### src/lcx_pkg.sv
// ----------------------------------------------------------------------------
// lcx_pkg
// shared types and constants of the lru cache with expiry
// ----------------------------------------------------------------------------
package lcx_pkg;

    // payload widths
    localparam int KEY_W      = 64;
    localparam int ADDR_W     = 32;
    localparam int TIME_W     = 32;
    localparam int SLOT_W     = 4;
    localparam int AGE_W      = 16;
    localparam int ACT_W      = 5;
    localparam int CFG_IDX_W  = 4;
    localparam int CFG_DATA_W = 16;

    // configuration register indexes
    localparam logic [CFG_IDX_W-1:0] CFG_MAX_AGE = 4'd0;
    localparam logic [CFG_IDX_W-1:0] CFG_ACTIVE  = 4'd1;

    // configuration reset values
    localparam logic [AGE_W-1:0] MAX_AGE_RESET = 16'd300;
    localparam logic [ACT_W-1:0] ACTIVE_RESET  = 5'd16;

    // item modes
    localparam logic MODE_LOOKUP = 1'b0;
    localparam logic MODE_FILL   = 1'b1;

    // controller states
    typedef enum logic [1:0] {
        ST_IDLE,
        ST_SCAN,
        ST_DRAIN,
        ST_DECIDE
    } t_state;

    // controller to datapath commands
    typedef struct packed {
        logic start;
        logic rd_en;
        logic commit;
    } t_cmd;

    // datapath to controller status
    typedef struct packed {
        logic scan_last;
        logic out_free;
    } t_status;

endpackage

### src/lru_cache_with_expiry_unit.sv
// an item is accepted only in idle, so a new item waits until the previous result is committed
// the active entries (n = active entry count) are swept from the ram one entry per cycle
// a finished result waits in the output register while the next item is taken
// reset: synchronous active low; clears valid bits and restores max_age 300 and 16 entries
// ----------------------------------------------------------------------------
// lru_cache_with_expiry_unit
// fully associative name-to-address cache with age expiry and lru replacement
// ----------------------------------------------------------------------------
module lru_cache_with_expiry_unit #(
    parameter int ENTRIES = 16
) (
    input  logic                           i_clk,
    input  logic                           i_rst_n,
    input  logic                           i_in_valid,
    output logic                           o_in_ready,
    input  logic                           i_mode,
    input  logic [lcx_pkg::KEY_W-1:0]      i_name_key,
    input  logic [lcx_pkg::TIME_W-1:0]     i_now_seconds,
    input  logic [lcx_pkg::ADDR_W-1:0]     i_fill_address,
    output logic                           o_out_valid,
    input  logic                           i_out_ready,
    output logic                           o_hit,
    output logic [lcx_pkg::ADDR_W-1:0]     o_found_address,
    output logic [lcx_pkg::SLOT_W-1:0]     o_slot,
    output logic                           o_stale,
    input  logic                           i_cfg_valid,
    output logic                           o_cfg_ready,
    input  logic [lcx_pkg::CFG_IDX_W-1:0]  i_cfg_index,
    input  logic [lcx_pkg::CFG_DATA_W-1:0] i_cfg_data
);
    import lcx_pkg::*;

    t_cmd                      cmd;
    t_status                   status;
    logic [$clog2(ENTRIES)-1:0] rd_idx;

    // configuration writes are always taken
    assign o_cfg_ready = 1'b1;

    // controller
    lcx_ctrl #(.ENTRIES(ENTRIES)) u_ctrl (
        .i_clk      (i_clk),
        .i_rst_n    (i_rst_n),
        .i_in_valid (i_in_valid),
        .o_in_ready (o_in_ready),
        .i_status   (status),
        .o_cmd      (cmd),
        .o_rd_idx   (rd_idx)
    );

    // datapath
    lcx_dp #(.ENTRIES(ENTRIES)) u_dp (
        .i_clk           (i_clk),
        .i_rst_n         (i_rst_n),
        .i_cmd           (cmd),
        .o_status        (status),
        .i_rd_idx        (rd_idx),
        .i_cfg_valid     (i_cfg_valid),
        .i_cfg_index     (i_cfg_index),
        .i_cfg_data      (i_cfg_data),
        .i_mode          (i_mode),
        .i_name_key      (i_name_key),
        .i_now_seconds   (i_now_seconds),
        .i_fill_address  (i_fill_address),
        .o_out_valid     (o_out_valid),
        .i_out_ready     (i_out_ready),
        .o_hit           (o_hit),
        .o_found_address (o_found_address),
        .o_slot          (o_slot),
        .o_stale         (o_stale)
    );

endmodule

### src/lcx_ram.sv
// ----------------------------------------------------------------------------
// lcx_ram
// generic single write port ram with one registered read port
// ----------------------------------------------------------------------------
module lcx_ram #(
    parameter int W     = 32,
    parameter int DEPTH = 16
) (
    input  logic                     i_clk,
    input  logic                     i_we,
    input  logic [$clog2(DEPTH)-1:0] i_waddr,
    input  logic [W-1:0]             i_wdata,
    input  logic [$clog2(DEPTH)-1:0] i_raddr,
    output logic [W-1:0]             o_rdata
);

    logic [W-1:0] r_mem [DEPTH];
    logic [W-1:0] r_rdata;

    // write port
    always_ff @(posedge i_clk) begin
        if (i_we) begin
            r_mem[i_waddr] <= i_wdata;
        end
    end

    // registered read port
    always_ff @(posedge i_clk) begin
        r_rdata <= r_mem[i_raddr];
    end

    assign o_rdata = r_rdata;

endmodule

### src/lcx_ctrl.sv
// ----------------------------------------------------------------------------
// lcx_ctrl
// sequencer: accepts an item, sweeps the entries, then commits the result
// ----------------------------------------------------------------------------
module lcx_ctrl #(
    parameter int ENTRIES = 16
) (
    input  logic                       i_clk,
    input  logic                       i_rst_n,
    input  logic                       i_in_valid,
    output logic                       o_in_ready,
    input  lcx_pkg::t_status           i_status,
    output lcx_pkg::t_cmd              o_cmd,
    output logic [$clog2(ENTRIES)-1:0] o_rd_idx
);
    import lcx_pkg::*;

    localparam int IDX_W = $clog2(ENTRIES);

    t_state           r_state, n_state;
    logic [IDX_W-1:0] r_idx, n_idx;

    // next state
    always_comb begin
        n_state = r_state;
        unique case (r_state)
            ST_IDLE:   if (i_in_valid) n_state = ST_SCAN;
            ST_SCAN:   if (i_status.scan_last) n_state = ST_DRAIN;
            ST_DRAIN:  n_state = ST_DECIDE;
            ST_DECIDE: if (i_status.out_free) n_state = ST_IDLE;
            default:   n_state = ST_IDLE;
        endcase
    end

    // outputs
    always_comb begin
        o_in_ready = 1'b0;
        o_cmd      = '0;
        unique case (r_state)
            ST_IDLE: begin
                o_in_ready = 1'b1;
                o_cmd.start = i_in_valid;
            end
            ST_SCAN: begin
                o_cmd.rd_en = 1'b1;
            end
            ST_DRAIN: begin
            end
            ST_DECIDE: begin
                o_cmd.commit = i_status.out_free;
            end
            default: begin
            end
        endcase
    end

    // entry index counter
    always_comb begin
        n_idx = r_idx;
        if (o_cmd.start) begin
            n_idx = '0;
        end else if (o_cmd.rd_en) begin
            n_idx = r_idx + 1'b1;
        end
    end

    always_ff @(posedge i_clk) begin
        if (!i_rst_n) begin
            r_state <= ST_IDLE;
            r_idx   <= '0;
        end else begin
            r_state <= n_state;
            r_idx   <= n_idx;
        end
    end

    assign o_rd_idx = r_idx;

endmodule

### src/lcx_dp.sv
// ----------------------------------------------------------------------------
// lcx_dp
// datapath: entry stores, scan trackers, result logic and output register
// ----------------------------------------------------------------------------
module lcx_dp #(
    parameter int ENTRIES = 16
) (
    input  logic                               i_clk,
    input  logic                               i_rst_n,
    input  lcx_pkg::t_cmd                      i_cmd,
    output lcx_pkg::t_status                   o_status,
    input  logic [$clog2(ENTRIES)-1:0]         i_rd_idx,
    input  logic                               i_cfg_valid,
    input  logic [lcx_pkg::CFG_IDX_W-1:0]      i_cfg_index,
    input  logic [lcx_pkg::CFG_DATA_W-1:0]     i_cfg_data,
    input  logic                               i_mode,
    input  logic [lcx_pkg::KEY_W-1:0]          i_name_key,
    input  logic [lcx_pkg::TIME_W-1:0]         i_now_seconds,
    input  logic [lcx_pkg::ADDR_W-1:0]         i_fill_address,
    output logic                               o_out_valid,
    input  logic                               i_out_ready,
    output logic                               o_hit,
    output logic [lcx_pkg::ADDR_W-1:0]         o_found_address,
    output logic [lcx_pkg::SLOT_W-1:0]         o_slot,
    output logic                               o_stale
);
    import lcx_pkg::*;

    localparam int IDX_W = $clog2(ENTRIES);

    // configuration
    logic [AGE_W-1:0] r_max_age;
    logic [ACT_W-1:0] r_active;

    // latched item
    logic              r_mode;
    logic [KEY_W-1:0]  r_key;
    logic [TIME_W-1:0] r_now;
    logic [ADDR_W-1:0] r_faddr;

    // entry valid bits
    logic [ENTRIES-1:0] r_valid;

    // ram read data
    logic [KEY_W-1:0]  rd_key;
    logic [ADDR_W-1:0] rd_addr;
    logic [TIME_W-1:0] rd_lu;

    // scan trackers
    logic              r_ev;
    logic [IDX_W-1:0]  r_ev_idx;
    logic              r_m_found;
    logic [IDX_W-1:0]  r_m_idx;
    logic [ADDR_W-1:0] r_m_addr;
    logic [TIME_W-1:0] r_m_lu;
    logic              r_e_found;
    logic [IDX_W-1:0]  r_e_idx;
    logic [TIME_W-1:0] r_best;
    logic [IDX_W-1:0]  r_best_idx;

    // output register
    logic              r_out_valid;
    logic              r_hit;
    logic [ADDR_W-1:0] r_found;
    logic [IDX_W-1:0]  r_slot;
    logic              r_stale;

    // configuration writes
    always_ff @(posedge i_clk) begin
        if (!i_rst_n) begin
            r_max_age <= MAX_AGE_RESET;
            r_active  <= ACTIVE_RESET;
        end else if (i_cfg_valid) begin
            unique case (i_cfg_index)
                CFG_MAX_AGE: r_max_age <= i_cfg_data[AGE_W-1:0];
                CFG_ACTIVE:  r_active  <= i_cfg_data[ACT_W-1:0];
                default: begin
                end
            endcase
        end
    end

    // active entry count, clamped to one .. ENTRIES
    logic [31:0] act_ext;
    logic [31:0] used_n;
    logic [31:0] last_ext;
    assign act_ext = 32'(r_active);
    always_comb begin
        if (act_ext == 32'd0) begin
            used_n = 32'd1;
        end else if (act_ext > 32'(ENTRIES)) begin
            used_n = 32'(ENTRIES);
        end else begin
            used_n = act_ext;
        end
    end
    assign last_ext = used_n - 32'd1;

    // item latch
    always_ff @(posedge i_clk) begin
        if (i_cmd.start) begin
            r_mode  <= i_mode;
            r_key   <= i_name_key;
            r_now   <= i_now_seconds;
            r_faddr <= i_fill_address;
        end
    end

    // decision logic
    logic [TIME_W-1:0] age_m;
    logic              is_stale;
    logic              dec_hit;
    logic              dec_stale;
    logic [IDX_W-1:0]  victim;
    logic [IDX_W-1:0]  wr_idx;
    logic              we_fill;
    logic              we_lu;

    assign age_m     = r_now - r_m_lu;
    assign is_stale  = age_m > TIME_W'(r_max_age);
    assign dec_hit   = (r_mode == MODE_LOOKUP) && r_m_found && !is_stale;
    assign dec_stale = (r_mode == MODE_LOOKUP) && r_m_found && is_stale;

    always_comb begin
        priority if (r_m_found) begin
            victim = r_m_idx;
        end else if (r_e_found) begin
            victim = r_e_idx;
        end else begin
            victim = r_best_idx;
        end
    end

    assign wr_idx  = (r_mode == MODE_FILL) ? victim : r_m_idx;
    assign we_fill = i_cmd.commit && (r_mode == MODE_FILL);
    assign we_lu   = we_fill || (i_cmd.commit && dec_hit);

    // entry stores
    lcx_ram #(.W(KEY_W), .DEPTH(ENTRIES)) u_key_ram (
        .i_clk   (i_clk),
        .i_we    (we_fill),
        .i_waddr (wr_idx),
        .i_wdata (r_key),
        .i_raddr (i_rd_idx),
        .o_rdata (rd_key)
    );

    lcx_ram #(.W(ADDR_W), .DEPTH(ENTRIES)) u_addr_ram (
        .i_clk   (i_clk),
        .i_we    (we_fill),
        .i_waddr (wr_idx),
        .i_wdata (r_faddr),
        .i_raddr (i_rd_idx),
        .o_rdata (rd_addr)
    );

    lcx_ram #(.W(TIME_W), .DEPTH(ENTRIES)) u_lu_ram (
        .i_clk   (i_clk),
        .i_we    (we_lu),
        .i_waddr (wr_idx),
        .i_wdata (r_now),
        .i_raddr (i_rd_idx),
        .o_rdata (rd_lu)
    );

    // valid bits
    always_ff @(posedge i_clk) begin
        if (!i_rst_n) begin
            r_valid <= '0;
        end else if (we_fill) begin
            r_valid[wr_idx] <= 1'b1;
        end
    end

    // read data is evaluated in the cycle after its address
    always_ff @(posedge i_clk) begin
        if (!i_rst_n) begin
            r_ev <= 1'b0;
        end else begin
            r_ev <= i_cmd.rd_en;
        end
        r_ev_idx <= i_rd_idx;
    end

    // scan evaluation: first match, first empty, oldest entry
    logic              ev_v;
    logic              ev_match;
    logic [TIME_W-1:0] ev_age;
    assign ev_v     = r_valid[r_ev_idx];
    assign ev_match = ev_v && (rd_key == r_key);
    assign ev_age   = r_now - rd_lu;

    always_ff @(posedge i_clk) begin
        if (!i_rst_n) begin
            r_m_found <= 1'b0;
            r_e_found <= 1'b0;
        end else if (i_cmd.start) begin
            r_m_found <= 1'b0;
            r_e_found <= 1'b0;
        end else if (r_ev) begin
            if (ev_match && !r_m_found) r_m_found <= 1'b1;
            if (!ev_v && !r_e_found) r_e_found <= 1'b1;
        end
    end

    always_ff @(posedge i_clk) begin
        if (i_cmd.start) begin
            r_best <= '0;
        end else if (r_ev) begin
            if (ev_match && !r_m_found) begin
                r_m_idx  <= r_ev_idx;
                r_m_addr <= rd_addr;
                r_m_lu   <= rd_lu;
            end
            if (!ev_v && !r_e_found) begin
                r_e_idx <= r_ev_idx;
            end
            if (ev_age >= r_best) begin
                r_best     <= ev_age;
                r_best_idx <= r_ev_idx;
            end
        end
    end

    // output register
    always_ff @(posedge i_clk) begin
        if (!i_rst_n) begin
            r_out_valid <= 1'b0;
        end else if (i_cmd.commit) begin
            r_out_valid <= 1'b1;
        end else if (i_out_ready) begin
            r_out_valid <= 1'b0;
        end
    end

    always_ff @(posedge i_clk) begin
        if (i_cmd.commit) begin
            r_hit   <= dec_hit;
            r_stale <= dec_stale;
            r_found <= dec_hit ? r_m_addr : '0;
            if (r_mode == MODE_FILL) begin
                r_slot <= victim;
            end else begin
                r_slot <= r_m_found ? r_m_idx : '0;
            end
        end
    end

    // status
    logic [31:0] slot_ext;
    assign slot_ext = 32'(r_slot);

    assign o_status.scan_last = (32'(i_rd_idx) == last_ext);
    assign o_status.out_free  = !r_out_valid || i_out_ready;

    assign o_out_valid     = r_out_valid;
    assign o_hit           = r_hit;
    assign o_found_address = r_found;
    assign o_slot          = slot_ext[SLOT_W-1:0];
    assign o_stale         = r_stale;

endmodule

### config.mk
export PLATFORM = sky130hd
export DESIGN_NAME = lru_cache_with_expiry_unit
export DESIGN_NICKNAME = d
export VERILOG_FILES = /design/src/lcx_pkg.sv /design/src/lru_cache_with_expiry_unit.sv /design/src/lcx_ram.sv /design/src/lcx_ctrl.sv /design/src/lcx_dp.sv
export SDC_FILE = /design/constraint.sdc
export NUM_CORES = 2
export LEC_CHECK = 0
export ABC_AREA = 1
export BUFFER_PORTS_ARGS = -buffer_cell sky130_fd_sc_hd__buf_2
export CORE_MARGIN = 2
export CORE_UTILIZATION = 25
export CTS_CLUSTER_DIAMETER = 100
export CTS_CLUSTER_SIZE = 8
export DETAILED_ROUTE_END_ITERATION = 6
export GPL_TIMING_DRIVEN = 0
export MAX_ROUTING_LAYER = met4
export SETUP_SLACK_MARGIN = 0.02
export SLEW_MARGIN = 25
export SYNTH_ARGS = -nofsm -noshare
export SYNTH_HDL_FRONTEND = slang
export SYNTH_SLANG_ARGS = --single-unit
### constraint.sdc
create_clock -name i_clk -period 7.7 [get_ports i_clk]
set_input_delay 0.385 -clock i_clk [delete_from_list [all_inputs] [get_ports i_clk]]
set_output_delay 0.385 -clock i_clk [all_outputs]
set_load 0.03 [all_outputs]
==> results_dict.tcl <==
set metrics [dict create \
    outcome "complete, but fails checks" \
    violated_checks "DRC" \
    reg2reg_slack_ns 1.55 \
    power.total_mw 39.2 \
    via_total_after_detailed_routing 71500 \
    slew_viol_final 0 \
    crit_fanout 17 \
    fin_skew_ns 0.109 \
    design.die.area_um2 400000 \
    fp.dieH_um 633 \
    arrival_ns 6.72 \
    final_critical_path_setup_slack_ns 1.55 \
    peakVddDrop_mv 0.234 \
    period_minus_slack_ns 6.15 \
    synth-edff-count 2291 \
    port_buffers 193 \
    syn2layout_area_growth_pct 24.2 \
    root_buffer "sky130_fd_sc_hd__clkbuf_16" \
    post_synth.cell_area_avg_um2 12.8 \
    post_route_ant_nets 0 \
    core_area_um2 393000 \
    htree_levels 5 \
    worstMarginPinSlew_ns 1.24 \
    fin_cells 14100 \
    setup_repair_after_global_routing_missed_its_margin "no" \
    timing.hold.worst_endpoint "u_dp.r_max_age[0]$_SDFFE_PN0P_" \
    final_net_count 8879 \
    critical_path.most_common_cell "sky130_fd_sc_hd__nand2_1" \
    ys_async_sr_fraction_pct 0 \
    ys_top_cells_by_area "sky130_fd_sc_hd__edfxtp_1 70%, sky130_fd_sc_hd__o21ai_0 6.3%, sky130_fd_sc_hd__nor2_1 5.1%" \
    fraction_of_power_consumed_by_sequential_logic_pct 43.5 \
    synthFlopType "sky130_fd_sc_hd__edfxtp_1" \
    power.static_leakage_nw 41.5 \
    numPlacedInstances 13300 \
    yosysMostFrequentCell "sky130_fd_sc_hd__edfxtp_1" \
    netlist_instances 7725 \
    cts.reportedPaths.clkPinSlew_ns 0.05 \
    synth_seq_cells 2502 \
    power.internal_mw 26.7 \
    worst-setup-path-type "flip-flop to flip-flop" \
    rows 230 \
    pin_count 195 \
    drt_pass_1_iters 7 \
    detail_route.wirelength_um 380000 \
    fill_cells 39100 \
    worstSetupStartpointType "flip-flop" \
    starting_density_of_the_core_pct 25.1 \
    post_cts.repair.setup_buffers 0 \
    synth_common_cells "2291 x sky130_fd_sc_hd__edfxtp_1, 1349 x sky130_fd_sc_hd__nor2_1, 1250 x sky130_fd_sc_hd__o21ai_0" \
    detailedRoute.firstIterationViolations 11900 \
    number_of_cells_traversed_by_the_worst_register_to_register_path 29 \
    p_switching_mw 12.5 \
    number_of_sinks_driven_by_the_clock_tree 2502 \
    place.detailed.hpwl_um 265000 \
    setup_viol_count_final 0 \
    via_per_inst 5.06 \
    timing.final.crit_share_pct 79.8 \
    worstHoldStart "i_cfg_index[0]" \
    yosys.area.top_type "sky130_fd_sc_hd__edfxtp_1" \
    place_worst_setup_slack_ns 1.58 \
    syn-num-nets 7998 \
    antenna_found_initial 71 \
    die_width_um 633 \
    critical_path.reg2reg.endpoint "u_dp.u_lu_ram.r_mem[11][29]$_DFFE_PP_" \
    timing.critical_path.to_type "flip-flop" \
    drc 2 \
    synth.distinct_cells 54 \
    cpPeakStageDelay_ns 0.85 \
    crit-reg2reg-launch "u_dp.r_now[0]$_DFFE_PP_" \
    syn_area_um2 98900 \
    grt.overflow.total 0 \
    final_number_of_hold_violating_endpoints 0 \
    max_freq_mhz 163 \
    avgRoutedWirePerCell_um 26.9 \
    tritoncts "built" \
    final_core_utilization_pct 31.2 \
    synthesis.yosys.warnings 0 \
    worstHoldPathCells 4 \
    clk_latency_ns 0.93 \
    vias_in_the_first_global_route 66600 \
    cts.path.max_buffers 4 \
    gr-usage-all-layers_pct 18.9 \
    timing.slew.headroom_pct 17.6 \
    crit_path_top_delay_cell "sky130_fd_sc_hd__edfxtp_1" \
    global_route_wire_length_before_repair_um 520000 \
    synth-seq-area-share_pct 73.9 \
    power.switching_fraction_pct 31.9 \
    pin_count_of_the_biggest_net_entering_global_routing 53 \
    critical_path_required_ns 8.28 \
    yosysTopAreaCellShare_pct 69.6 \
    power_frac_clock_pct 37.4 \
    cts-buffers-inserted 357 \
    number_of_violations_of_the_max_capacitance_limit 0 \
    placer_congestion 0.941 \
    timing.hold.worst.class "input pin to flip-flop" \
    multi_input_area_um2 22700 \
    comb_power_share_pct 19.2 \
    drive_above_1_share_pct 10.2 \
    power_density_nw_per_um2 319 \
    register_cell_area_after_layout_um2 73000 \
]
-- final cells by class --
cell class / count / share of cell area (%)
multi-input cells: 4330 / 18.5
inverters: 443 / 1.36
repair buffers: 522 / 5.46
clock buffers: 589 / 8.03
flip-flops and latches: 2502 / 59.4
clock inverters: 24 / 0.337
plain buffers: 450 / 1.47
well taps: 5220 / 5.32
diodes: 49 / 0.0998
-- worst max-delay path: cells and delay by family (launching register included) --
| family | cells | cell delay, ns |
|---|---|---|
| AND/OR/NAND/NOR | 17 | 2.59 |
| buffers and inverters | 7 | 1.15 |
| adder cells (fa/ha/maj) | 3 | 0.96 |
| flip-flops | 1 | 0.85 |
| XOR/XNOR | 1 | 0.22 |
| AO/OA/AOI/OAI | 1 | 0.06 |
-- worst max path at each step --
stage	cells past startpoint	to	start	slack, ns
global route	29	u_dp.u_lu_ram.r_mem[11][29]$_DFFE_PP_	u_dp.r_now[0]$_DFFE_PP_	1.15
CTS	28	u_dp.u_lu_ram.r_mem[2][9]$_DFFE_PP_	u_dp.r_now[0]$_DFFE_PP_	1.59
detailed placement	28	u_dp.u_lu_ram.r_mem[2][28]$_DFFE_PP_	u_dp.r_now[0]$_DFFE_PP_	1.58
finish	29	u_dp.u_lu_ram.r_mem[11][29]$_DFFE_PP_	u_dp.r_now[0]$_DFFE_PP_	1.55
global placement	5	u_dp.r_m_addr[4]$_DFFE_PP_	u_ctrl.r_state[0]$_SDFFE_PN0P_	-12.30
floorplan	5	u_dp.r_m_addr[0]$_DFFE_PP_	u_ctrl.r_state[0]$_SDFFE_PN0P_	0.48
-- sequential cells by signal (all words and copies together) (netlist names), 64 cells and up --
| name | flops |
|---|---|
| u_dp.u_key_ram.r_mem | 1024 |
| u_dp.u_key_ram.o_rdata | 64 |
| u_dp.u_lu_ram.r_mem | 512 |
| u_dp.u_addr_ram.r_mem | 512 |
| u_dp.r_key | 64 |
-- cell usage in the layout, fill, tap and decap left out, types with 14 or more instances in the layout --
| cell type | n |
|---|---|
| sky130_fd_sc_hd__edfxtp_1 | 2291 |
| sky130_fd_sc_hd__nor2_1 | 1326 |
| sky130_fd_sc_hd__o21ai_0 | 1250 |
| sky130_fd_sc_hd__clkbuf_1 | 590 |
| sky130_fd_sc_hd__nand2_1 | 470 |
| sky130_fd_sc_hd__inv_1 | 437 |
| sky130_fd_sc_hd__clkbuf_16 | 360 |
| sky130_fd_sc_hd__o22ai_1 | 345 |
| sky130_fd_sc_hd__o221ai_1 | 217 |
| sky130_fd_sc_hd__buf_2 | 216 |
| sky130_fd_sc_hd__dfxtp_1 | 211 |
| sky130_fd_sc_hd__dlygate4sd3_1 | 152 |
| sky130_fd_sc_hd__a21oi_1 | 136 |
| sky130_fd_sc_hd__ha_1 | 117 |
| sky130_fd_sc_hd__nand3_1 | 112 |
| sky130_fd_sc_hd__buf_16 | 102 |
| sky130_fd_sc_hd__o211ai_1 | 77 |
| sky130_fd_sc_hd__buf_12 | 59 |
| sky130_fd_sc_hd__diode_2 | 49 |
| sky130_fd_sc_hd__xor2_1 | 48 |
| sky130_fd_sc_hd__clkbuf_2 | 45 |
| sky130_fd_sc_hd__nor2_4 | 36 |
| sky130_fd_sc_hd__xnor2_1 | 19 |
| sky130_fd_sc_hd__nand4_1 | 18 |
| sky130_fd_sc_hd__buf_1 | 17 |
| sky130_fd_sc_hd__nor3_1 | 16 |
| sky130_fd_sc_hd__o21a_1 | 16 |
| sky130_fd_sc_hd__mux2i_1 | 14 |
-- metal layers --
layer	vias up	track usage [%]	part of all wire (%)
met2	5266	27.6	43
met3	892	5.06	13
li1	30200	-	-
met1	35100	24.3	38
met5	-	-	0
met4	0	8.43	5.1
-- metrics by stage --
step | setup TNS, ns | cell area, um^2 | hold slack [ns]
after floorplan | 0 | 98900 | 0.329
after global routing | 0 | 123000 | 0.0171
after global placement | -8987.71 | 106000 | 0.332
final | 0 | 123000 | 0.0146
after CTS | 0 | 123000 | 0.00350
after detailed placement | 0 | 111000 | 0.338
-- cells by family (layout without fill, tap and decap cells) --
logic type	count (synthesis)	after routing	share of synthesized area, %
DFF	2502	2502	73.9
buffers and inverters	893	2028	3.44
AOI/OAI and AO/OA	2092	2092	12.3
and+or+nand+nor	2037	2037	8.19
adders and majority gates	119	119	1.52
muxes	14	14	0.142
xor gates and xnor gates	67	67	0.594
other	1	50	0.00379
-- power by group through the flow --
stage | Clock (mW) | Combinational (mW) | Sequential, mW
after CTS | 14.7 | 7.30 | 17.0
after detailed placement | 0 | 7.18 | 17.3
after floorplan | 0 | 3.96 | 16.8
final | 14.7 | 7.52 | 17.0
after global placement | 0 | 6.92 | 17.4
after global routing | 15.3 | 8.04 | 17.1
-- timing repair --
action | 4_1_cts | 5_1_grt
gates resized for setup | 0 | 0
hold buffers | 152 | 0
endpoints found under the setup margin | 0 | 0
endpoints found under the hold margin | 151 | 0
(Power assumes the default switching activity.)
